===== config.mk =====
export PLATFORM = sky130hd
export DESIGN_NAME = ccg_front
export DESIGN_NICKNAME = d
export VERILOG_FILES = /design/src/ccg_pkg.sv /design/src/ccg_front.sv
export SDC_FILE = /design/constraint.sdc
export NUM_CORES = 2
export LEC_CHECK = 0
export CAP_MARGIN = 40
export CORE_MARGIN = 4
export CORE_UTILIZATION = 35
export DETAILED_ROUTE_END_ITERATION = 12
export DONT_BUFFER_PORTS = 1
export SYNTH_ARGS = -nofsm -noshare
export SYNTH_HDL_FRONTEND = slang
export SYNTH_SLANG_ARGS = --single-unit
export TNS_END_PERCENT = 30

===== constraint.sdc =====
create_clock -name clk -period 20.9 [get_ports clk]
set_input_delay 4.18 -clock clk [delete_from_list [all_inputs] [get_ports clk]]
set_output_delay 4.18 -clock clk [all_outputs]
set_load 0.01 [all_outputs]

===== src/ccg_pkg.sv =====
// Shared types and constants for the cell color gradient pipeline.
package ccg_pkg;

    localparam int KEY_W  = 17;
    localparam int SPAN_W = 16;
    localparam int REM_W  = 26;
    localparam int BL_W   = 16;
    localparam int PROD_W = 32;

    // round(x / 255) as (x + 127) * 0x8081 >> 23, exact for x + 127 < 65793
    localparam logic [BL_W-1:0] RECIP_255 = 16'h8081;
    localparam int              RECIP_SH  = 23;
    localparam logic [BL_W-1:0] HALF_255  = 16'd127;
    localparam logic [7:0]      MAX_BYTE  = 8'd255;

    // Configuration register indexes
    localparam logic [2:0] REG_RANGE_START = 3'd0;
    localparam logic [2:0] REG_RANGE_END   = 3'd1;
    localparam logic [2:0] REG_COLOR_START = 3'd2;
    localparam logic [2:0] REG_COLOR_END   = 3'd3;
    localparam logic [2:0] REG_SOURCE      = 3'd4;
    localparam logic [2:0] REG_OVERWRITE   = 3'd5;

    // Key source codes
    localparam logic [2:0] SRC_RED    = 3'd0;
    localparam logic [2:0] SRC_GREEN  = 3'd1;
    localparam logic [2:0] SRC_BLUE   = 3'd2;
    localparam logic [2:0] SRC_ALPHA  = 3'd3;
    localparam logic [2:0] SRC_ROW    = 3'd4;
    localparam logic [2:0] SRC_COL    = 3'd5;
    localparam logic [2:0] SRC_HEIGHT = 3'd6;

    typedef struct packed {
        logic signed [15:0] range_start;
        logic signed [15:0] range_end;
        logic [31:0]        color_start;
        logic [31:0]        color_end;
        logic [2:0]         source;
        logic               overwrite;
    } cfg_t;

    // One cell in flight; later stages fill later fields
    typedef struct packed {
        logic [3:0][7:0]        pix;    // 0 red .. 3 alpha
        logic                   hit;
        logic                   zdx;
        logic [SPAN_W-1:0]      t;
        logic [SPAN_W-1:0]      dx;
        logic [3:0][REM_W-1:0]  rem;
        logic [3:0][7:0]        quo;
        logic [3:0][7:0]        newc;
        logic [2:0][BL_W-1:0]   bl;
        logic [2:0][PROD_W-1:0] prod;
    } item_t;

endpackage


===== src/ccg_front.sv =====
// Key select, range test and interpolation numerator (two stages).
module ccg_front (
    input  logic              clk,
    input  logic              rst_n,
    input  ccg_pkg::cfg_t     cfg,
    input  logic              up_valid,
    output logic              up_ready,
    input  logic [3:0][7:0]   up_cell,
    input  logic signed [15:0] up_height,
    input  logic [11:0]       up_row,
    input  logic [11:0]       up_col,
    output logic              dn_valid,
    input  logic              dn_ready,
    output ccg_pkg::item_t    dn_item
);
    import ccg_pkg::*;

    logic  a_v_reg, b_v_reg;
    item_t a_reg, a_next, b_reg, b_next;
    logic  a_en, b_en;

    assign b_en     = !b_v_reg || dn_ready;
    assign a_en     = !a_v_reg || b_en;
    assign up_ready = a_en;
    assign dn_valid = b_v_reg;
    assign dn_item  = b_reg;

    // Stage A: pick key, test range, offset and span
    always_comb
    begin
        logic signed [KEY_W-1:0] key;
        logic signed [KEY_W-1:0] rs;
        logic signed [KEY_W-1:0] re;
        logic                    has;
        key    = '0;
        has    = 1'b1;
        rs     = KEY_W'(cfg.range_start);
        re     = KEY_W'(cfg.range_end);
        case (cfg.source)
            SRC_RED:    key = KEY_W'({1'b0, up_cell[0]});
            SRC_GREEN:  key = KEY_W'({1'b0, up_cell[1]});
            SRC_BLUE:   key = KEY_W'({1'b0, up_cell[2]});
            SRC_ALPHA:  key = KEY_W'({1'b0, up_cell[3]});
            SRC_ROW:    key = KEY_W'({1'b0, up_row});
            SRC_COL:    key = KEY_W'({1'b0, up_col});
            SRC_HEIGHT: key = KEY_W'(up_height);
            default:    has = 1'b0;
        endcase
        a_next      = '0;
        a_next.pix  = up_cell;
        a_next.hit  = has && (key >= rs) && (key <= re);
        a_next.t    = SPAN_W'(key - rs);
        a_next.dx   = SPAN_W'(re - rs);
    end

    // Stage B: numerator c0*(dx-t) + c1*t, dividend 2*num + dx
    always_comb
    begin
        logic [7:0]  c0;
        logic [7:0]  c1;
        logic [23:0] num;
        b_next     = a_reg;
        b_next.zdx = (a_reg.dx == '0);
        for (int k = 0; k < 4; k++)
        begin
            c0  = cfg.color_start[31 - 8*k -: 8];
            c1  = cfg.color_end[31 - 8*k -: 8];
            num = 24'(c0 * (a_reg.dx - a_reg.t)) + 24'(c1 * a_reg.t);
            b_next.rem[k] = REM_W'({num, 1'b0}) + REM_W'(a_reg.dx);
            b_next.quo[k] = '0;
        end
    end

    always_ff @(posedge clk or negedge rst_n)
    begin
        if (!rst_n)
        begin
            a_v_reg <= 1'b0;
            b_v_reg <= 1'b0;
        end
        else
        begin
            if (a_en)
                a_v_reg <= up_valid;
            if (b_en)
                b_v_reg <= a_v_reg;
        end
    end

    always_ff @(posedge clk)
    begin
        if (a_en && up_valid)
            a_reg <= a_next;
        if (b_en && a_v_reg)
            b_reg <= b_next;
    end

endmodule


==> flow_summary_export.csv <==
group,metric,value,unit
global_routing,grt_pass1_wl,224000,um
critical_path,end_kind,"register",
floorplanning,row_count,140,
final_layout,final_cell_mix,"1,205 x inv_1, 919 x fa_1, 618 x nand2_1, 486 x and2_1, 379 x ha_1",
routing,drtIter0Drc,2011,
final_layout,layout_commonest_cell,"inv_1",
global_routing,grt_pass1_vias,39700,
cts,clk_pin_slew,0.06,ns
synth,ys_ff_latch,233,
critical_path,max_stage_delay,0.75,ns
placed_design,gp_congestion,0.846,
sta,timing.fmax,92.0,MHz
sta,setup_tns,0,ns
cts,clockRootBuffer,"clkbuf_16",
floorplanning,ios,556,
sta,rsz0062_at_grt,"no",
synth,postSynthCellCount,5580,
critical_path,required,21.23,ns
final_layout,final-seq-area,6990,um^2
floorplanning,die_h,390,um
critical_path,critical_path.top_delay_family,"adder cells",
critical_path,cp_common_cell,"fa_1",
routing,wirelength,143000,um
final_layout,final-instance-count-excl-fill,7375,
final_layout,drive_above_1_share,2.95,%
final_layout,final_area,53500,um^2
sta,finalClockSkew,0.0234,ns
final_layout,fillers,14600,
routing,first_pass_iters,8,
placed_design,place_inst,7323,
critical_path,crit_type,"input port to register",
critical_path,slowest_stage,"o41ai_1",
placed_design,dpl_cell_area,52500,um^2
synth,post_synth.cell_area_avg,9.17,um^2
global_routing,grt_max_degree,67,
floorplanning,core-area,146000,um^2
final_layout,largest_register_ffs,166,
critical_path,cp_num_buf_inv,4,
synth,synth.distinct_cells,85,
routing,dr_total_vias,36500,
final_layout,area_growth,4.48,%
sta,tightest_slew,0.904,ns
cts,hold_buffers,0,
global_routing,gr-total-overflow,0,
cts,cts_sinks,233,
final_layout,multiInputGateArea,38100,um^2
cts,postCtsSetupBuffers,0,
cts,cts_buffers,28,
synth,ys_dominant_reg_cell,"edfxtp_1",
final_layout,fin_nets,6912,
final_layout,fin_util,36.7,%
synth,yosysSeqAreaShare,13.6,%
job,max_cap_violations,0,
floorplanning,design.die.area,152000,um^2
cts,h-tree-depth,1,
cts,clk_path_buf_depth,3,
sta,setup_viol,0,
sta,period_needed,10.86,ns
cts,insertion_delay,0.62,ns
sta,hold_viol_final,0,
routing,wire_per_inst,19.4,um
floorplanning,start_util,35.2,%
synth,yosysWarningCount,0,
sta,fin_crit_sh,52.0,%
routing,drcViolationCount,0,
cts,tritoncts,"done",
placed_design,dp_hpwl,114000,um
global_routing,grt_use_total,18.9,%
status,status,"completed",
cts,cts_resized,0,
routing,viasPerCell,4.95,
critical_path,setup.worst_path.start_class,"input port",
sta,slew_violations,0,
routing,ant_nets,0,
floorplanning,die_w,390,um
critical_path,crit_arrival,11.19,ns
global_routing,antenna_found_initial,8,
synth,synth.cell_area,51200,um^2
critical_path,crit_path_max_fanout,18,
synth,synth_edf_count,231,
placed_design,io_buffer_count,0,
sta,slew_headroom,38.9,%
min_path,min-delay-path-class,"register to register",
synth,synth-async-reset-ratio,0.858,%
per-stage QoR:
step                      hold slack (ns)  setup slack, ns
after floorplan                     0.400             9.88
after detailed placement            0.405             9.31
after global placement              0.401             8.95
after CTS                           0.393             9.92
final                               0.400            10.04
after global routing                0.406             9.59
path summary, 6_finish.rpt:
kind	slack, ns	cells past startpoint	end	from
worst min-delay path	0.40	0	dn_item[360]	a_reg[360]
min in group asynchronous	3.27	0	dn_valid	rst_n
max in group asynchronous	17.57	0	a_v_reg	rst_n
worst min register to register	0.40	0	dn_item[360]	a_reg[360]
worst max-delay path	10.04	25	dn_item[226]	cfg[61]
worst max register to register	10.60	35	dn_item[233]	a_reg[329]
synthesized netlist by cell type (all sizes together) (7+ instances only):
cell type / n / share of area (%)
inv: 1205 / 8.8
fa: 919 / 36
nand2: 619 / 4.5
and2: 488 / 6.0
ha: 381 / 9.3
edfxtp: 231 / 14
buf: 227 / 3.2
clkbuf: 219 / 1.6
xnor2: 165 / 2.8
a21oi: 123 / 1.2
nor2: 118 / 0.87
o21ai: 117 / 1.1
nor2b: 108 / 1.3
xor2: 60 / 1.0
nand3: 54 / 0.53
nand2b: 46 / 0.56
and3: 41 / 0.50
nor3: 41 / 0.40
o211ai: 37 / 0.54
a21o: 33 / 0.48
nor4: 29 / 0.35
o21a: 29 / 0.43
a211oi: 27 / 0.41
a311oi: 20 / 0.34
a31oi: 17 / 0.21
o311ai: 16 / 0.27
or3: 16 / 0.20
nand4: 14 / 0.17
o21bai: 13 / 0.19
a21boi: 12 / 0.18
mux2i: 12 / 0.23
o31ai: 11 / 0.17
or2: 11 / 0.13
a22oi: 10 / 0.15
nand3b: 9 / 0.13
a2111oi: 8 / 0.15
mux2: 7 / 0.15
logic make-up (layout without fill, tap and decap cells):
logic type                 Yosys count  in the layout  synth area share [%]
buffers and inverters             1651           1320                  13.7
and+or+nand+nor                   1614           1614                  16.0
adders and majority gates         1300           1300                  45.2
AOI/OAI and AO/OA                  531            531                  6.90
DFF                                233            233                  13.6
xor gates and xnor gates           228            228                  3.98
muxes                               22             22                 0.521
other                                1            210               0.00732
worst register-to-register path, delay by kind of cell (launching register included):
| kind | cells | cell delay [ns] |
|---|---|---|
| buffers and inverters | 6 | 1.17 |
| XOR/XNOR | 1 | 0.11 |
| flip-flops | 1 | 0.33 |
| AND/OR/NAND/NOR | 9 | 1.58 |
| adder cells (fa/ha/maj) | 9 | 4.02 |
| AO/OA/AOI/OAI | 10 | 2.82 |
final cells by class:
type                       instances  area share [%]
antenna                            2         0.00936
timing repair buffer              65           0.968
sequential                       233            13.1
clock inverter                    18           0.470
clock buffer                      32            1.34
tap                             1917            4.48
inverter                        1205            8.46
multi-input combinational       3903            71.2
routing by layer:
| layer | global-route usage (%) | vias to the layer above | routed length (um) |
|---|---|---|---|
| met4 | 4.45 | 0 | 3190 |
| met1 | 22.6 | 18700 | 56000 |
| met2 | 34.6 | 1115 | 73600 |
| met5 | 0 | - | 0 |
| li1 | - | 16500 | - |
| met3 | 3.86 | 217 | 10500 |
Power is not shown: default switching activity piles up to over one toggle a cycle in this logic, so the estimate is an artifact.
