### config.mk
export PLATFORM = sky130hd
export DESIGN_NAME = ccg_back
export DESIGN_NICKNAME = d
export VERILOG_FILES = /design/src/ccg_pkg.sv /design/src/ccg_back.sv
export SDC_FILE = /design/constraint.sdc
export NUM_CORES = 1
export LEC_CHECK = 0
export ABC_AREA = 1
export CORE_ASPECT_RATIO = 1.2
export CORE_MARGIN = 2
export CORE_UTILIZATION = 64
export DETAILED_ROUTE_END_ITERATION = 10
export DONT_BUFFER_PORTS = 1
export GPL_TIMING_DRIVEN = 1
export PLACE_DENSITY = 0.84
export SLEW_MARGIN = 20
export SYNTH_ARGS = -nofsm -noshare
export SYNTH_HDL_FRONTEND = slang
export SYNTH_SLANG_ARGS = --single-unit
### constraint.sdc
create_clock -name clk -period 4.25 [get_ports clk]
set_input_delay 0.425 -clock clk [delete_from_list [all_inputs] [get_ports clk]]
set_output_delay 0.425 -clock clk [all_outputs]
set_load 0.02 [all_outputs]
### src/ccg_pkg.sv
// Shared types and constants for the cell color gradient pipeline.
package ccg_pkg;

    localparam int KEY_W  = 17;
    localparam int SPAN_W = 16;
    localparam int REM_W  = 26;
    localparam int BL_W   = 16;
    localparam int PROD_W = 32;

    // round(x / 255) as (x + 127) * 0x8081 >> 23, exact for x + 127 < 65793
    localparam logic [BL_W-1:0] RECIP_255 = 16'h8081;
    localparam int              RECIP_SH  = 23;
    localparam logic [BL_W-1:0] HALF_255  = 16'd127;
    localparam logic [7:0]      MAX_BYTE  = 8'd255;

    // Configuration register indexes
    localparam logic [2:0] REG_RANGE_START = 3'd0;
    localparam logic [2:0] REG_RANGE_END   = 3'd1;
    localparam logic [2:0] REG_COLOR_START = 3'd2;
    localparam logic [2:0] REG_COLOR_END   = 3'd3;
    localparam logic [2:0] REG_SOURCE      = 3'd4;
    localparam logic [2:0] REG_OVERWRITE   = 3'd5;

    // Key source codes
    localparam logic [2:0] SRC_RED    = 3'd0;
    localparam logic [2:0] SRC_GREEN  = 3'd1;
    localparam logic [2:0] SRC_BLUE   = 3'd2;
    localparam logic [2:0] SRC_ALPHA  = 3'd3;
    localparam logic [2:0] SRC_ROW    = 3'd4;
    localparam logic [2:0] SRC_COL    = 3'd5;
    localparam logic [2:0] SRC_HEIGHT = 3'd6;

    typedef struct packed {
        logic signed [15:0] range_start;
        logic signed [15:0] range_end;
        logic [31:0]        color_start;
        logic [31:0]        color_end;
        logic [2:0]         source;
        logic               overwrite;
    } cfg_t;

    // One cell in flight; later stages fill later fields
    typedef struct packed {
        logic [3:0][7:0]        pix;    // 0 red .. 3 alpha
        logic                   hit;
        logic                   zdx;
        logic [SPAN_W-1:0]      t;
        logic [SPAN_W-1:0]      dx;
        logic [3:0][REM_W-1:0]  rem;
        logic [3:0][7:0]        quo;
        logic [3:0][7:0]        newc;
        logic [2:0][BL_W-1:0]   bl;
        logic [2:0][PROD_W-1:0] prod;
    } item_t;

endpackage

### src/ccg_back.sv
// Alpha blend against the gradient color and output select (three stages).
module ccg_back (
    input  logic           clk,
    input  logic           rst_n,
    input  ccg_pkg::cfg_t  cfg,
    input  logic           up_valid,
    output logic           up_ready,
    input  ccg_pkg::item_t up_item,
    output logic           dn_valid,
    input  logic           dn_ready,
    output logic [7:0]     dn_red,
    output logic [7:0]     dn_green,
    output logic [7:0]     dn_blue,
    output logic [7:0]     dn_alpha,
    output logic           dn_hit
);
    import ccg_pkg::*;

    logic       e_v_reg, f_v_reg, o_v_reg;
    item_t      e_reg, e_next, f_reg, f_next;
    logic [3:0][7:0] o_reg, o_next;
    logic       o_hit_reg;
    logic       e_en, f_en, o_en;

    assign o_en     = !o_v_reg || dn_ready;
    assign f_en     = !f_v_reg || o_en;
    assign e_en     = !e_v_reg || f_en;
    assign up_ready = e_en;
    assign dn_valid = o_v_reg;
    assign dn_red   = o_reg[0];
    assign dn_green = o_reg[1];
    assign dn_blue  = o_reg[2];
    assign dn_alpha = o_reg[3];
    assign dn_hit   = o_hit_reg;

    // Stage E: gradient color and blend sum |old-new|*a + new*(255-a) + 127
    always_comb
    begin
        logic [7:0] n;
        logic [7:0] d;
        logic [7:0] a;
        e_next = up_item;
        a      = up_item.pix[3];
        for (int k = 0; k < 4; k++)
            e_next.newc[k] = up_item.zdx ? cfg.color_start[31 - 8*k -: 8] : up_item.quo[k];
        for (int k = 0; k < 3; k++)
        begin
            n = e_next.newc[k];
            d = (up_item.pix[k] >= n) ? up_item.pix[k] - n : n - up_item.pix[k];
            e_next.bl[k] = BL_W'(d * a) + BL_W'(n * (MAX_BYTE - a)) + HALF_255;
        end
    end

    // Stage F: divide by 255 through the reciprocal
    always_comb
    begin
        f_next = e_reg;
        for (int k = 0; k < 3; k++)
            f_next.prod[k] = e_reg.bl[k] * RECIP_255;
    end

    // Stage O: pick pass-through, overwrite or blend
    always_comb
    begin
        if (!f_reg.hit)
            o_next = f_reg.pix;
        else if (cfg.overwrite)
            o_next = f_reg.newc;
        else
        begin
            for (int k = 0; k < 3; k++)
                o_next[k] = f_reg.prod[k][RECIP_SH +: 8];
            o_next[3] = f_reg.pix[3];
        end
    end

    always_ff @(posedge clk or negedge rst_n)
    begin
        if (!rst_n)
        begin
            e_v_reg <= 1'b0;
            f_v_reg <= 1'b0;
            o_v_reg <= 1'b0;
        end
        else
        begin
            if (e_en)
                e_v_reg <= up_valid;
            if (f_en)
                f_v_reg <= e_v_reg;
            if (o_en)
                o_v_reg <= f_v_reg;
        end
    end

    always_ff @(posedge clk)
    begin
        if (e_en && up_valid)
            e_reg <= e_next;
        if (f_en && e_v_reg)
            f_reg <= f_next;
        if (o_en && f_v_reg)
        begin
            o_reg     <= o_next;
            o_hit_reg <= f_reg.hit;
        end
    end

endmodule

==> flow_summary_export.csv, run 1 <==
group,metric,value,unit
yosys,syn_area_per_cell,8.74,um2
final_layout,finish.utilization,79.6,%
cts,ctsHtreeMaxLevel,1,
critical_path,arrival,6.32,ns
yosys,synthArstFlopShare,1.26,%
place,dp_slack,-2.34,ns
floorplan,core_area,44600,um2
floorplan,die_y,236,um
hold_path,hold_path_class,"in2reg",
yosys,syn_inst,3286,
place,dp_hpwl,64.8,mm
final_layout,synthToLayoutAreaGrowth,23.5,%
yosys,synth_edf_count,235,
detailed_routing,drt_iter0_drc,1574,
critical_path,ff2ff_path_depth,12,
place,place_area,32200,um2
timing,setup_viol,39,
critical_path,crit_required,4.55,ns
detailed_routing,drc,0,
detailed_routing,vias,23995,
cts,clkLatencyLatePin,0.55,ns
critical_path,cp_max_fo,4,
yosys,ys_seq_elements,238,
detailed_routing,avgRoutedWirePerCell,19.8,um
place,place_congestion,0.982,
timing,slew_violations,0,
detailed_routing,vias_per_cell,5.71,
critical_path,end_kind,"register",
cts,cts_buffers,25,
cts,cts.reportedPaths.clkPinSlew,0.07,ns
timing,tightest_slew,0.977,ns
yosys,ys.flop_type,"edfxtp_1",
detailed_routing,wl,83.2,mm
yosys,ys.warnings.count,0,
critical_path,startpoint,"cfg[53]",
critical_path,critPathKind,"in2reg",
cts,clock_path_buffers,3,
status,status,"finished, violations left",
grt,grt_usage,35.8,%
grt,antenna_found_initial,5,
status,violations,"negative setup slack",
final_layout,multi_input_area,21200,um2
timing,final.setup.worst_slack,-1.78,ns
timing,fmax,166,MHz
timing,hold_viol_final,0,
final_layout,largest_reg_flops,113,
critical_path,reg2reg_slack,1.01,ns
timing,period_needed,6.03,ns
yosys,syn_area,28700,um2
flow_run,max_cap_viol_count,0,
floorplan,dieWidth,197,um
yosys,syn_nets,4495,
floorplan,initial_core_util,64.5,%
timing,period_share,142,%
yosys,synth_cell_types,41,
yosys,yosysSeqAreaShare,24.8,%
timing,relSlewSlack,34.8,%
critical_path,max_stage_delay,0.56,ns
floorplan,pin_count,517,
floorplan,die-area,46600,um2
grt,grt_max_degree,67,
cts,cts_tree,"yes",
final_layout,num-fill-cells,2767,
critical_path,r2r-end,"f_reg[59]",
place,port_buffers,0,
timing,rsz0062_at_grt,"yes",
cts,cts.sink_count,238,
final_layout,fin_area,35500,um2
grt,grt-ovfl-total,0,
final_layout,fin_nets,4825,
hold_path,hold_path_startpoint,"up_valid",
critical_path,cpMostUsedCell,"fa_1",
final_layout,drive_above_1_share,23.1,%
floorplan,rows,85,
critical_path,endpoint,"e_reg[127]",
final_layout,ff_latch_area,7130,um2
timing,fin_skew,0.0118,ns
cts,cts-root-buf,"clkbuf_16",
detailed_routing,drtPass1Iterations,7,
grt,grt_pass1_vias,25669,
grt,grt_pass1_wl,130,mm
detailed_routing,antenna_left,0,
critical_path,critPathSlowestCell,"fa_1",
critical_path,r2r_start,"e_reg[125]",
critical_path,worst_setup_path_start_kind,"primary input",
timing,whs,0.104,ns
## cells in the mapped netlist, types with 28 or more instances
master	n	area, um2
xor2_1	43	377
fa_1	314	6290
nand4_1	28	175
clkbuf_1	43	161
o21ai_0	53	265
ha_1	413	5170
edfxtp_1	235	7060
a31oi_1	28	175
nand2_1	647	2430
a21oi_1	113	566
nand3_1	122	611
inv_1	660	2480
nor2_1	377	1420
## final cells by class
class	instances	share of cell area, %
clock buffers	26	1.77
repair buffers	360	8.47
flip-flops and latches	238	20.1
multi-input cells	2309	59.7
inverters	682	7.42
clock inverters	20	0.543
well taps	565	1.99
diodes	3	0.0212
## worst max-delay path, delay by kind of cell
| family | cells | cell delay (ns) |
|---|---|---|
| AO/OA/AOI/OAI | 4 | 0.60 |
| adder cells (fa/ha/maj) | 8 | 3.54 |
| XOR/XNOR | 1 | 0.21 |
| AND/OR/NAND/NOR | 10 | 1.01 |
| buffers and inverters | 7 | 0.51 |
## per-layer routing
layer  global-route usage, %  share of wire, %  routed length, um
met3                    5.33               7.4               6200
met4                    16.4               5.1               4260
met1                    44.2                38              31200
met5                       0             0.020                 17
met2                    62.1                50              41500
## cell usage in the layout, fill, tap and decap left out, types with 53 or more instances in the layout
cell        n
nor2_1    316
inv_1     590
edfxtp_1  235
nand2_4    53
inv_2      73
nand3_1   106
fa_1      299
buf_4     284
a21oi_1    75
nand2_1   562
ha_1      358
## cells by family after synthesis
| logic type | after synthesis | synth area share, % |
|---|---|---|
| AOI/OAI and AO/OA | 265 | 5.34 |
| xor gates and xnor gates | 68 | 2.07 |
| adders and majority gates | 727 | 39.9 |
| buffers and inverters | 741 | 9.81 |
| DFF | 238 | 24.8 |
| muxes | 16 | 0.627 |
| and+or+nand+nor | 1231 | 17.4 |
## through the flow
stage                     std cells  setup TNS [ns]
after global routing           4203          -59.14
final                          4203          -53.07
after floorplan                3286          -70.13
after global placement         4068          -73.79
after detailed placement       4068          -77.07
after CTS                      4181          -48.25
## how the worst min path moves through the flow
stage | slack [ns] | end | cells past startpoint
floorplan | 0.13 | dn_valid | 0
global placement | 0.13 | dn_valid | 0
detailed placement | 0.13 | dn_valid | 0
CTS | 0.1 | e_v_reg | 2
global route | 0.11 | e_reg[172] | 1
finish | 0.10 | e_v_reg | 2
## repair_timing
item	4_1_cts	5_1_grt
hold buffers	34	0
pin swaps	125	100
setup endpoints to repair	39	39
setup buffers	32	20
hold endpoints to repair	36	0
gates resized for setup	238	171
gates cloned	2	0
Power of run 1 is not shown: default switching activity piles up to over one toggle a cycle in this logic, so the estimate is an artifact.
==> run 2, diff against run 1 <==
Settings changed: SETUP_SLACK_MARGIN set to 0.5, SKIP_CTS_REPAIR_TIMING set to 1.
Clock period 4.25 ns to 6 ns, I/O delays scaled along.
==> run 2 against run 1 <==
Against the previous run:
- the flow still finishes with violations (negative setup slack)
- clock skew rose by 0.0011 ns
- die area is the same
- first-iteration DRC count grew 24%
- setup slack gained 1.5 ns
- cell count fell by 1.5%
==> flow_summary_export.csv, run 2 (same netlist as run 1, synthesis figures left out) <==
group,metric,value,unit
critical_path,endpoint,"e_reg[140]",
critical_path,worst_setup_path_start_kind,"primary input",
grt,grt_pass1_wl,124,mm
cts,cts_tree,"yes",
final_layout,layout_common_cells,"inv_1, nand2_1, ha_1, nor2_1, fa_1",
final_layout,largest_reg_flops,113,
critical_path,arrival,6.56,ns
final_layout,fin_cells,4140,
detailed_routing,drtPass1Iterations,6,
critical_path,cp_max_fo,56,
final_layout,ff_latch_area,7130,um2
cts,cts.reportedPaths.clkPinSlew,0.07,ns
grt,grt_pass1_vias,24855,
place,dp_hpwl,64.0,mm
grt,grt_usage,34.3,%
cts,cts-root-buf,"clkbuf_16",
detailed_routing,vias_per_cell,5.85,
cts,ctsHtreeMaxLevel,1,
detailed_routing,wl,84.4,mm
timing,slew_violations,0,
detailed_routing,antenna_left,0,
place,port_buffers,0,
timing,period_share,104,%
detailed_routing,avgRoutedWirePerCell,20.4,um
critical_path,startpoint,"up_item[344]",
floorplan,core_area,44600,um2
timing,rsz0062_at_grt,"yes",
critical_path,crit_required,6.30,ns
floorplan,initial_core_util,64.5,%
cts,cts.sink_count,238,
timing,relSlewSlack,35.6,%
detailed_routing,drt_iter0_drc,1958,
critical_path,max_stage_delay,0.56,ns
grt,grt_max_degree,90,
timing,hold_viol_final,0,
final_layout,synthToLayoutAreaGrowth,21.2,%
floorplan,die_y,236,um
cts,cts_buffers,24,
timing,final.setup.worst_slack,-0.264,ns
grt,antenna_found_initial,1,
detailed_routing,drc,0,
critical_path,end_kind,"register",
final_layout,drive_above_1_share,22.6,%
place,place_congestion,0.973,
critical_path,critPathSlowestCell,"fa_1",
flow_run,max_cap_viol_count,0,
timing,setup-tns-final,-3.33,ns
final_layout,layout_commonest_cell,"inv_1",
floorplan,rows,85,
hold_path,hold_path_class,"in2reg",
critical_path,r2r-end,"f_reg[90]",
timing,whs,0.141,ns
timing,period_needed,6.26,ns
timing,setup_viol,27,
grt,grt-ovfl-total,0,
critical_path,ff2ff_path_depth,14,
floorplan,pin_count,517,
status,status,"finished, violations left",
floorplan,die-area,46600,um2
timing,fin_skew,0.0129,ns
floorplan,dieWidth,197,um
timing,tightest_slew,0.965,ns
cts,clock_path_buffers,3,
timing,fmax,160,MHz
critical_path,reg2reg_slack,2.68,ns
cts,clkLatencyLatePin,0.55,ns
critical_path,r2r_start,"e_reg[142]",
critical_path,critPathKind,"in2reg",
status,violations,"negative setup slack",
final_layout,fin_nets,4766,
final_layout,num-fill-cells,2745,
detailed_routing,vias,24226,
final_layout,multi_input_area,21100,um2
place,numPlacedInstances,4043,
## run 2: cell count changes in the layout (fill, tap and decap cells not counted), sizes merged
cell,before,now
dlygate4sd3,34,1
inv,680,679
clkinv,18,16
bufinv,2,4
clkbuf,26,25
diode,3,1
buf,326,301
clkinvlp,2,1
## run 2: metal layers
layer | global-route usage [%] | part of all wire [%] | vias up
met5 | 0 | 0 | -
met4 | 17.6 | 7.0 | 0
met3 | 5.45 | 8.7 | 459
met2 | 59.1 | 49 | 1315
met1 | 41.3 | 35 | 11572
li1 | - | - | 10880
## run 2: cell type report
type | instances | share of cell area (%)
Multi-Input combinational cell | 2309 | 60.5
Clock inverter | 18 | 0.654
Antenna cell | 1 | 0.00719
Inverter | 682 | 7.53
Tap cell | 565 | 2.03
Sequential cell | 238 | 20.5
Timing Repair Buffer | 302 | 7.02
Clock buffer | 25 | 1.74
## run 2: critical path: cells and delay by family
kind | cells | cell delay [ns]
XOR/XNOR | 1 | 0.18
adder cells (fa/ha/maj) | 9 | 3.87
AND/OR/NAND/NOR | 9 | 0.70
AO/OA/AOI/OAI | 4 | 0.62
buffers and inverters | 9 | 0.53
## run 2: worst min-delay path by stage
stage | startpoint | to | slack, ns | depth (start not counted)
global route | up_item[353] | e_reg[353] | 0.13 | 0
global placement | rst_n | dn_valid | 0.30 | 0
CTS | rst_n | dn_valid | -0.27 | 0
finish | up_item[365] | e_reg[365] | 0.14 | 0
floorplan | rst_n | dn_valid | 0.30 | 0
detailed placement | rst_n | dn_valid | 0.30 | 0
## run 2: stage by stage
step           cell area (um2)  utilization [%]  setup WS [ns]
2_1_floorplan            29600                -         -0.638
6_report                 34800             78.1         -0.264
3_3_place_gp             31900             71.7         -0.668
4_1_cts                  32800             73.5         -0.260
5_1_grt                  34800             78.1         -0.350
3_5_place_dp             31900             71.7         -0.770
Power of run 2 is left out for the same reason.
