--- src/ccg_pkg.sv ---
// Shared types and constants for the cell color gradient pipeline.
package ccg_pkg;

    localparam int KEY_W  = 17;
    localparam int SPAN_W = 16;
    localparam int REM_W  = 26;
    localparam int BL_W   = 16;
    localparam int PROD_W = 32;

    // round(x / 255) as (x + 127) * 0x8081 >> 23, exact for x + 127 < 65793
    localparam logic [BL_W-1:0] RECIP_255 = 16'h8081;
    localparam int              RECIP_SH  = 23;
    localparam logic [BL_W-1:0] HALF_255  = 16'd127;
    localparam logic [7:0]      MAX_BYTE  = 8'd255;

    // Configuration register indexes
    localparam logic [2:0] REG_RANGE_START = 3'd0;
    localparam logic [2:0] REG_RANGE_END   = 3'd1;
    localparam logic [2:0] REG_COLOR_START = 3'd2;
    localparam logic [2:0] REG_COLOR_END   = 3'd3;
    localparam logic [2:0] REG_SOURCE      = 3'd4;
    localparam logic [2:0] REG_OVERWRITE   = 3'd5;

    // Key source codes
    localparam logic [2:0] SRC_RED    = 3'd0;
    localparam logic [2:0] SRC_GREEN  = 3'd1;
    localparam logic [2:0] SRC_BLUE   = 3'd2;
    localparam logic [2:0] SRC_ALPHA  = 3'd3;
    localparam logic [2:0] SRC_ROW    = 3'd4;
    localparam logic [2:0] SRC_COL    = 3'd5;
    localparam logic [2:0] SRC_HEIGHT = 3'd6;

    typedef struct packed {
        logic signed [15:0] range_start;
        logic signed [15:0] range_end;
        logic [31:0]        color_start;
        logic [31:0]        color_end;
        logic [2:0]         source;
        logic               overwrite;
    } cfg_t;

    // One cell in flight; later stages fill later fields
    typedef struct packed {
        logic [3:0][7:0]        pix;    // 0 red .. 3 alpha
        logic                   hit;
        logic                   zdx;
        logic [SPAN_W-1:0]      t;
        logic [SPAN_W-1:0]      dx;
        logic [3:0][REM_W-1:0]  rem;
        logic [3:0][7:0]        quo;
        logic [3:0][7:0]        newc;
        logic [2:0][BL_W-1:0]   bl;
        logic [2:0][PROD_W-1:0] prod;
    } item_t;

endpackage

--- src/ccg_div_stage.sv ---
// One divider stage: two quotient bits per lane by restoring division.
module ccg_div_stage (
    input  logic           clk,
    input  logic           rst_n,
    input  logic [1:0]     step,
    input  logic           up_valid,
    output logic           up_ready,
    input  ccg_pkg::item_t up_item,
    output logic           dn_valid,
    input  logic           dn_ready,
    output ccg_pkg::item_t dn_item
);
    import ccg_pkg::*;

    logic  v_reg;
    item_t d_reg, d_next;
    logic  en;

    assign en       = !v_reg || dn_ready;
    assign up_ready = en;
    assign dn_valid = v_reg;
    assign dn_item  = d_reg;

    // Divisor is 2*dx; bit position counts down from 7
    always_comb
    begin
        logic [2:0]       pos;
        logic [REM_W-1:0] ds;
        d_next = up_item;
        for (int j = 0; j < 2; j++)
        begin
            pos = 3'd7 - {step, 1'(j)};
            ds  = REM_W'(up_item.dx) << ({1'b0, pos} + 4'd1);
            for (int k = 0; k < 4; k++)
            begin
                if (d_next.rem[k] >= ds)
                begin
                    d_next.rem[k]      = d_next.rem[k] - ds;
                    d_next.quo[k][pos] = 1'b1;
                end
            end
        end
    end

    always_ff @(posedge clk or negedge rst_n)
    begin
        if (!rst_n)
            v_reg <= 1'b0;
        else if (en)
            v_reg <= up_valid;
    end

    always_ff @(posedge clk)
    begin
        if (en && up_valid)
            d_reg <= d_next;
    end

endmodule

--- config.mk ---
export PLATFORM = sky130hd
export DESIGN_NAME = ccg_div_stage
export DESIGN_NICKNAME = d
export VERILOG_FILES = /design/src/ccg_pkg.sv /design/src/ccg_div_stage.sv
export SDC_FILE = /design/constraint.sdc
export NUM_CORES = 1
export LEC_CHECK = 0
export BUFFER_PORTS_ARGS = -buffer_cell sky130_fd_sc_hd__buf_2
export CORE_AREA = 4 4 292 294
export CTS_BUF_LIST = sky130_fd_sc_hd__clkbuf_8 sky130_fd_sc_hd__clkbuf_16
export CTS_CLUSTER_DIAMETER = 60
export DETAILED_ROUTE_END_ITERATION = 10
export DIE_AREA = 0 0 296 298
export GPL_TIMING_DRIVEN = 0
export PLACE_DENSITY = 0.56
export SETUP_SLACK_MARGIN = 0.05
export SYNTH_ARGS = -nofsm -noshare
export SYNTH_HDL_FRONTEND = slang
export SYNTH_SLANG_ARGS = --single-unit
--- constraint.sdc ---
create_clock -name clk -period 9.3 [get_ports clk]
set_clock_uncertainty 0.15 [all_clocks]
set_input_delay 0.465 -clock clk [delete_from_list [all_inputs] [get_ports clk]]
set_output_delay 0.465 -clock clk [all_outputs]
set_load 0.01 [all_outputs]
==> results.tsv, run 1 <==
stage	metric	value	unit
routing	drc	0	
placed_design	place_area	29800	um^2
synth	synth_edf_count	378	
routing	drtPass1Iterations	5	
critical_path	cp-end-kind	flop	
sta	setup_tns	0	ns
floorplan	rows	106	
routing	highest_layer	met5	
critical_path	worstReg2RegEnd	dn_item[331]	
routing	wirelength	126000	um
synth	synth-seq-cells	379	
synth	yosysSeqAreaShare	46.7	%
job	cap_violations	0	
global_routing	grt_pass1_vias	22100	
critical_path	critPathBufInv	8	
synth	yosys_most_used_dff	edfxtp_1	
routing	met2WireLength	58000	um
sta	max_freq	0.112	GHz
sta	final.period_utilization	96.2	%
critical_path	cp_max_fo	14	
sta	relSlewSlack	21.7	%
status	status	complete, no violations	
sta	hold_viol	0	
critical_path	crit_cells	35	
floorplan	dieArea	88200	um^2
clock_network	clk_path_buf_depth	3	
clock_network	cts_made_buffers	51	
critical_path	critPathLaunchType	input port	
clock_network	cts_tree	built	
sta	min_period	8.95	ns
routing	routedWlPerCell	27.9	um
clock_network	root_buffer	clkbuf_16	
final_layout	syn_to_final_growth	41.2	%
pwr	power_density	217	nW/um^2
pwr	p_leak	14.7	nW
critical_path	r2r_slack	6.50	ns
critical_path	critical_path_arrival	9.15	ns
global_routing	overflow	0	
critical_path	worst_path_largest_cell_delay	0.44	ns
clock_network	clk_pin_slew_worst_paths	0.06	ns
global_routing	grt_pass1_wl	168000	um
global_routing	grt_max_degree	67	
routing	num_vias	23200	
critical_path	reg2reg_from	dn_valid	
placed_design	dpl.hpwl	104000	um
final_layout	register_area	11400	um^2
critical_path	cp_top_family	compound AO/OA/AOI/OAI gates	
final_layout	drive_gt1_share	31.1	%
synth	synth-warning-count	0	
sta	rsz0062_at_grt	no	
clock_network	cts_sinks	379	
clock_network	htree_levels	2	
final_layout	layout_common_cells	770 x buf_2, 378 x edfxtp_1, 251 x dlygate4sd3_1	
critical_path	worstRegToRegCells	5	
critical_path	startpoint	step[0]	
final_layout	nFillCells	8263	
global_routing	grt_use_total	27.2	%
routing	initialDrtViolationCount	1869	
floorplan	fp.dieW	296	um
pwr	ir_worst_vdd	0.000129	V
critical_path	critPathKind	input port to flop	
synth	post_synth_num_cell_types	93	
final_layout	design_area	34400	um^2
floorplan	core	82900	um^2
synth	async_flop_share	0.264	%
synth	synth_area_per_cell	10.8	um^2
synth	syn_inst	2251	
critical_path	crit_path_frequent_cell	o21ai_0	
final_layout	layout_commonest_cell	buf_2	
global_routing	antenna_found_initial	71	
floorplan	io_pins	764	
routing	via_per_inst	5.16	
floorplan	fp.dieH	298	um
synth	synth_nets	2840	
hold_path	whs_path_depth	2	
placed_design	portBuffers	763	
routing	antenna_left	0	
critical_path	critPathSlowestCell	mux2i_4	
critical_path	worstSetupEndpoint	dn_item[267]	
sta	setup_viol	0	
placed_design	gp_congestion	0.951	
routing	met3_length	12800	um
final_layout	multi_input_area	12600	um^2
floorplan	initial_core_util	29.4	%
sta	finalMaxSlewViolations	0	
hold_path	hp-class	input port to flop	
clock_network	clkLatencyLatePin	0.59	ns
critical_path	worst_ep_required_time	9.50	ns
routing	wl_met1	49900	um
synth	syn-cell-area	24400	um^2
final_layout	nets	3939	
sta	worst_pin_slew	1.17	ns
## worst min path at each step
stage                             from            to  slack (ns)
after floorplan                  rst_n      dn_valid        0.02
after global placement           rst_n      dn_valid        0.09
after detailed placement         rst_n      dn_valid        0.09
after CTS                 up_item[181]  dn_item[181]      0.0003
after global routing      up_item[201]  dn_item[201]       0.004
final                     up_item[201]  dn_item[201]        0.02
## flip-flops by register name, indices dropped and copies added, names as in the netlist
name      flops
dn_valid      1
dn_item     378
## worst register-to-register path: cells and delay by family (launching register included)
kind,cells,cell delay (ns)
buffers and inverters,3,1.02
and+or+nand+nor,2,0.75
DFF,1,0.45
## metrics by stage
step / utilization (%) / power (mW) / setup slack, ns / hold WS (ns) / cells
floorplan: - / 4.36 / 0.591 / 0.0194 / 2251
global placement: 35.6 / 5.39 / -3.19 / 0.0894 / 4094
detailed placement: 36.0 / 5.37 / -2.87 / 0.0918 / 4110
CTS: 41.2 / 7.47 / 0.0640 / 0.000300 / 4454
global route: 41.5 / 7.87 / 0.0102 / 0.00374 / 4486
finish: 41.5 / 7.46 / 0.350 / 0.0245 / 4498
## final cells by class
| cell class | instances | share of cell area, % |
|---|---|---|
| flip-flops and latches | 379 | 33.1 |
| plain buffers | 45 | 0.753 |
| repair buffers | 1049 | 19.6 |
| diodes | 31 | 0.225 |
| multi-input cells | 1741 | 36.7 |
| clock buffers | 54 | 3.83 |
| well taps | 1080 | 3.93 |
| clock inverters | 36 | 0.938 |
| inverters | 83 | 0.906 |
## cell families after synthesis
group | after synthesis | share of synthesized area, %
compound gates | 668 | 17.8
xor+xnor | 160 | 5.81
fa+ha+maj | 205 | 10.7
buf+inv | 132 | 2.20
flops | 379 | 46.7
mux | 115 | 5.37
simple gates | 592 | 11.4
## repair_timing
action	in CTS	in global routing
cloned	0	1
hold buffers	251	0
buffers inserted	5	14
endpoints found under the setup margin	116	114
resized for setup	49	26
hold endpoints to repair	250	0
pin swaps	2	3
## cell usage after synthesis, types with 8 or more instances
library cell / number / area, um^2
a211oi_1: 21 / 158
a21o_1: 98 / 736
a21oi_1: 184 / 921
a31oi_1: 18 / 113
and2_1: 8 / 50.1
and3_1: 20 / 125
buf_2: 9 / 45.0
clkbuf_1: 32 / 120
edfxtp_1: 378 / 11400
ha_1: 201 / 2510
inv_1: 82 / 308
mux2_2: 56 / 631
mux2_4: 11 / 165
mux2i_1: 41 / 410
nand2_1: 204 / 766
nand2b_1: 27 / 169
nand3_1: 39 / 195
nand4_1: 27 / 169
nor2_1: 144 / 541
nor2b_1: 30 / 188
nor3_1: 38 / 190
nor4_1: 8 / 50.1
o211ai_1: 13 / 97.6
o21a_1: 40 / 300
o21ai_0: 143 / 716
o21ai_1: 12 / 60.1
o21bai_1: 38 / 285
o31a_1: 8 / 70.1
o31ai_1: 19 / 143
or2_2: 12 / 75.1
or3_1: 16 / 100
xnor2_1: 117 / 1020
xor2_1: 42 / 368
## per-layer routing
layer	global-route usage, %	up-vias
met5	0	-
met4	9.97	22
met3	8.56	230
met2	44.0	1082
met1	34.0	11100
li1	-	10800
## report_power, final
group | leakage [nW] | internal (mW) | switching, mW
Clock | 0.831 | 1.12 | 0.800
Sequential | 3.60 | 2.20 | 0.0582
Combinational | 10.2 | 1.37 | 1.91
Total | 14.7 | 4.69 | 2.77
(Power assumes the default switching activity.)
==> run 2, diff against run 1 <==
PLACE_DENSITY = 0.54   (was 0.56)
clock period = 9.5 ns   (was 9.3 ns; I/O delays follow)
==> results.tsv, run 2 (synthesized netlist as in run 1, its figures left out) <==
stage	metric	value	unit	change
critical_path	critPathSlowestCell	a22oi_2		was mux2i_4
routing	drtPass1Iterations	5		unchanged
sta	hold_viol	0		unchanged
clock_network	clk_pin_slew_worst_paths	0.06	ns	about the same
global_routing	grt_use_total	26.3	%	was 27.2%
critical_path	worst_path_largest_cell_delay	0.71	ns	was 0.44 ns
floorplan	fp.dieW	296	um	unchanged
sta	setup_ws	0.503	ns	was 0.350 ns
critical_path	startpoint	step[0]		unchanged
clock_network	cts_made_buffers	50		was 51
final_layout	largest_reg_flops	378		unchanged
critical_path	crit_cells	35		unchanged
sta	final.period_utilization	94.7	%	
hold_path	hp-class	input port to flop		unchanged
final_layout	layout_common_cells	773 x buf_2, 378 x edfxtp_1, 256 x dlygate4sd3_1		was 770 x buf_2, 378 x edfxtp_1, 251 x dlygate4sd3_1
placed_design	portBuffers	763		unchanged
clock_network	clk_path_buf_depth	3		unchanged
critical_path	worstReg2RegEnd	dn_item[227]		was dn_item[331]
critical_path	worst_ep_required_time	9.67	ns	was 9.50 ns
final_layout	drive_gt1_share	30.7	%	was 31.1%
global_routing	grt_max_degree	69		was 67
floorplan	dieArea	88200	um^2	unchanged
floorplan	rows	106		unchanged
routing	num_vias	22800		was 23200
placed_design	dp.cells	4105		was 4110
critical_path	cp_top_family	compound AO/OA/AOI/OAI gates		unchanged
placed_design	place_ws	-2.67	ns	was -2.87 ns
clock_network	cts_sinks	379		unchanged
status	status	complete, no violations		unchanged
global_routing	antenna_found_initial	68		was 71
global_routing	grt_pass1_wl	165000	um	was 168000 um
sta	setup_viol	0		unchanged
sta	setup_tns	0	ns	unchanged
floorplan	fp.dieH	298	um	unchanged
global_routing	grt_pass1_vias	21900		was 22100
clock_network	clkLatencyLatePin	0.61	ns	was 0.59 ns
critical_path	r2r_slack	6.78	ns	was 6.50 ns
final_layout	syn_to_final_growth	40.7	%	was 41.2%
clock_network	root_buffer	clkbuf_16		unchanged
critical_path	worstSetupEndpoint	dn_item[262]		was dn_item[267]
pwr	p_leak	14.6	nW	was 14.7 nW
sta	worst_pin_slew	1.25	ns	was 1.17 ns
routing	drc	0		unchanged
critical_path	critical_path_arrival	9.17	ns	was 9.15 ns
final_layout	final_cells	4481		was 4498
final_layout	layout_commonest_cell	buf_2		unchanged
clock_network	htree_levels	2		unchanged
final_layout	nets	3931		was 3939
placed_design	dpl.hpwl	100000	um	was 104000 um
sta	worst_hold_slack	0.0492	ns	was 0.0245 ns
critical_path	cp_max_fo	14		unchanged
routing	initialDrtViolationCount	1893		was 1869
floorplan	io_pins	764		unchanged
floorplan	core	82900	um^2	unchanged
global_routing	overflow	0		unchanged
sta	relSlewSlack	14.5	%	was 21.7%
pwr	power_density	210	nW/um^2	was 217 nW/um^2
critical_path	critPathBufInv	8		unchanged
sta	max_freq	0.111	GHz	
critical_path	critPathKind	input port to flop		unchanged
routing	antenna_left	0		unchanged
job	cap_violations	0		unchanged
clock_network	cts_tree	built		unchanged
final_layout	design_area	34300	um^2	was 34400 um^2
sta	rsz0062_at_grt	no		unchanged
critical_path	cp-end-kind	flop		unchanged
pwr	ir_worst_vdd	0.000143	V	was 0.000129 V
critical_path	crit_path_frequent_cell	o21ai_0		unchanged
critical_path	worstRegToRegCells	5		unchanged
placed_design	place_area	29700	um^2	was 29800 um^2
routing	wirelength	121000	um	was 126000 um
floorplan	initial_core_util	29.4	%	unchanged
sta	min_period	9.00	ns	
routing	routedWlPerCell	27.0	um	was 27.9 um
routing	via_per_inst	5.10		was 5.16
sta	finalMaxSlewViolations	0		unchanged
critical_path	critPathLaunchType	input port		unchanged
critical_path	reg2reg_from	dn_valid		unchanged
placed_design	gp_congestion	0.963		was 0.951
-- run 2: worst min path at each step --
stage	from	to	slack, ns	cells past startpoint
after global placement	rst_n	dn_valid	0.10	1
after floorplan	rst_n	dn_valid	0.03	0
after global routing	up_item[185]	dn_item[185]	0.02	2
after detailed placement	rst_n	dn_valid	0.10	1
after CTS	up_valid	dn_valid	0.001	2
final	up_item[204]	dn_item[204]	0.05	2
-- run 2: layout make-up --
cell class / instances / area (um^2)
clock inverters: 36 / 334
plain buffers: 46 / 254
multi-input cells: 1740 / 12600
flip-flops and latches: 379 / 11400
clock buffers: 50 / 1250
inverters: 83 / 312
diodes: 25 / 62.6
fillers: 8220 / 48600
repair buffers: 1042 / 6690
well taps: 1080 / 1350
-- run 2: where the power goes --
part | internal (mW) | switching (mW) | total [mW]
combinational | 1.33 | 1.82 | 3.15
sequential | 2.16 | 0.0569 | 2.21
clock | 1.07 | 0.773 | 1.85
total | 4.56 | 2.65 | 7.21
-- run 2: what timing repair did --
item,4_1_cts,5_1_grt
buffers inserted,6,6
pin swaps,2,2
resized for setup,37,39
hold endpoints to repair,255,0
hold buffers,256,0
endpoints found under the setup margin,116,105
-- run 2: per-layer routing --
| layer | global-route usage [%] | up-vias | wire (um) |
|---|---|---|---|
| li1 | - | 10700 | - |
| met1 | 32.9 | 10900 | 49000 |
| met2 | 44.5 | 976 | 57700 |
| met3 | 6.36 | 227 | 9790 |
| met4 | 8.56 | 16 | 4500 |
| met5 | 0 | - | 110 |
-- run 2: metrics by stage --
stage	power (mW)	utilization, %
6_report	7.21	41.3
2_1_floorplan	4.26	-
4_1_cts	7.23	41.1
3_5_place_dp	5.22	35.9
5_1_grt	7.64	41.3
3_3_place_gp	5.24	35.6
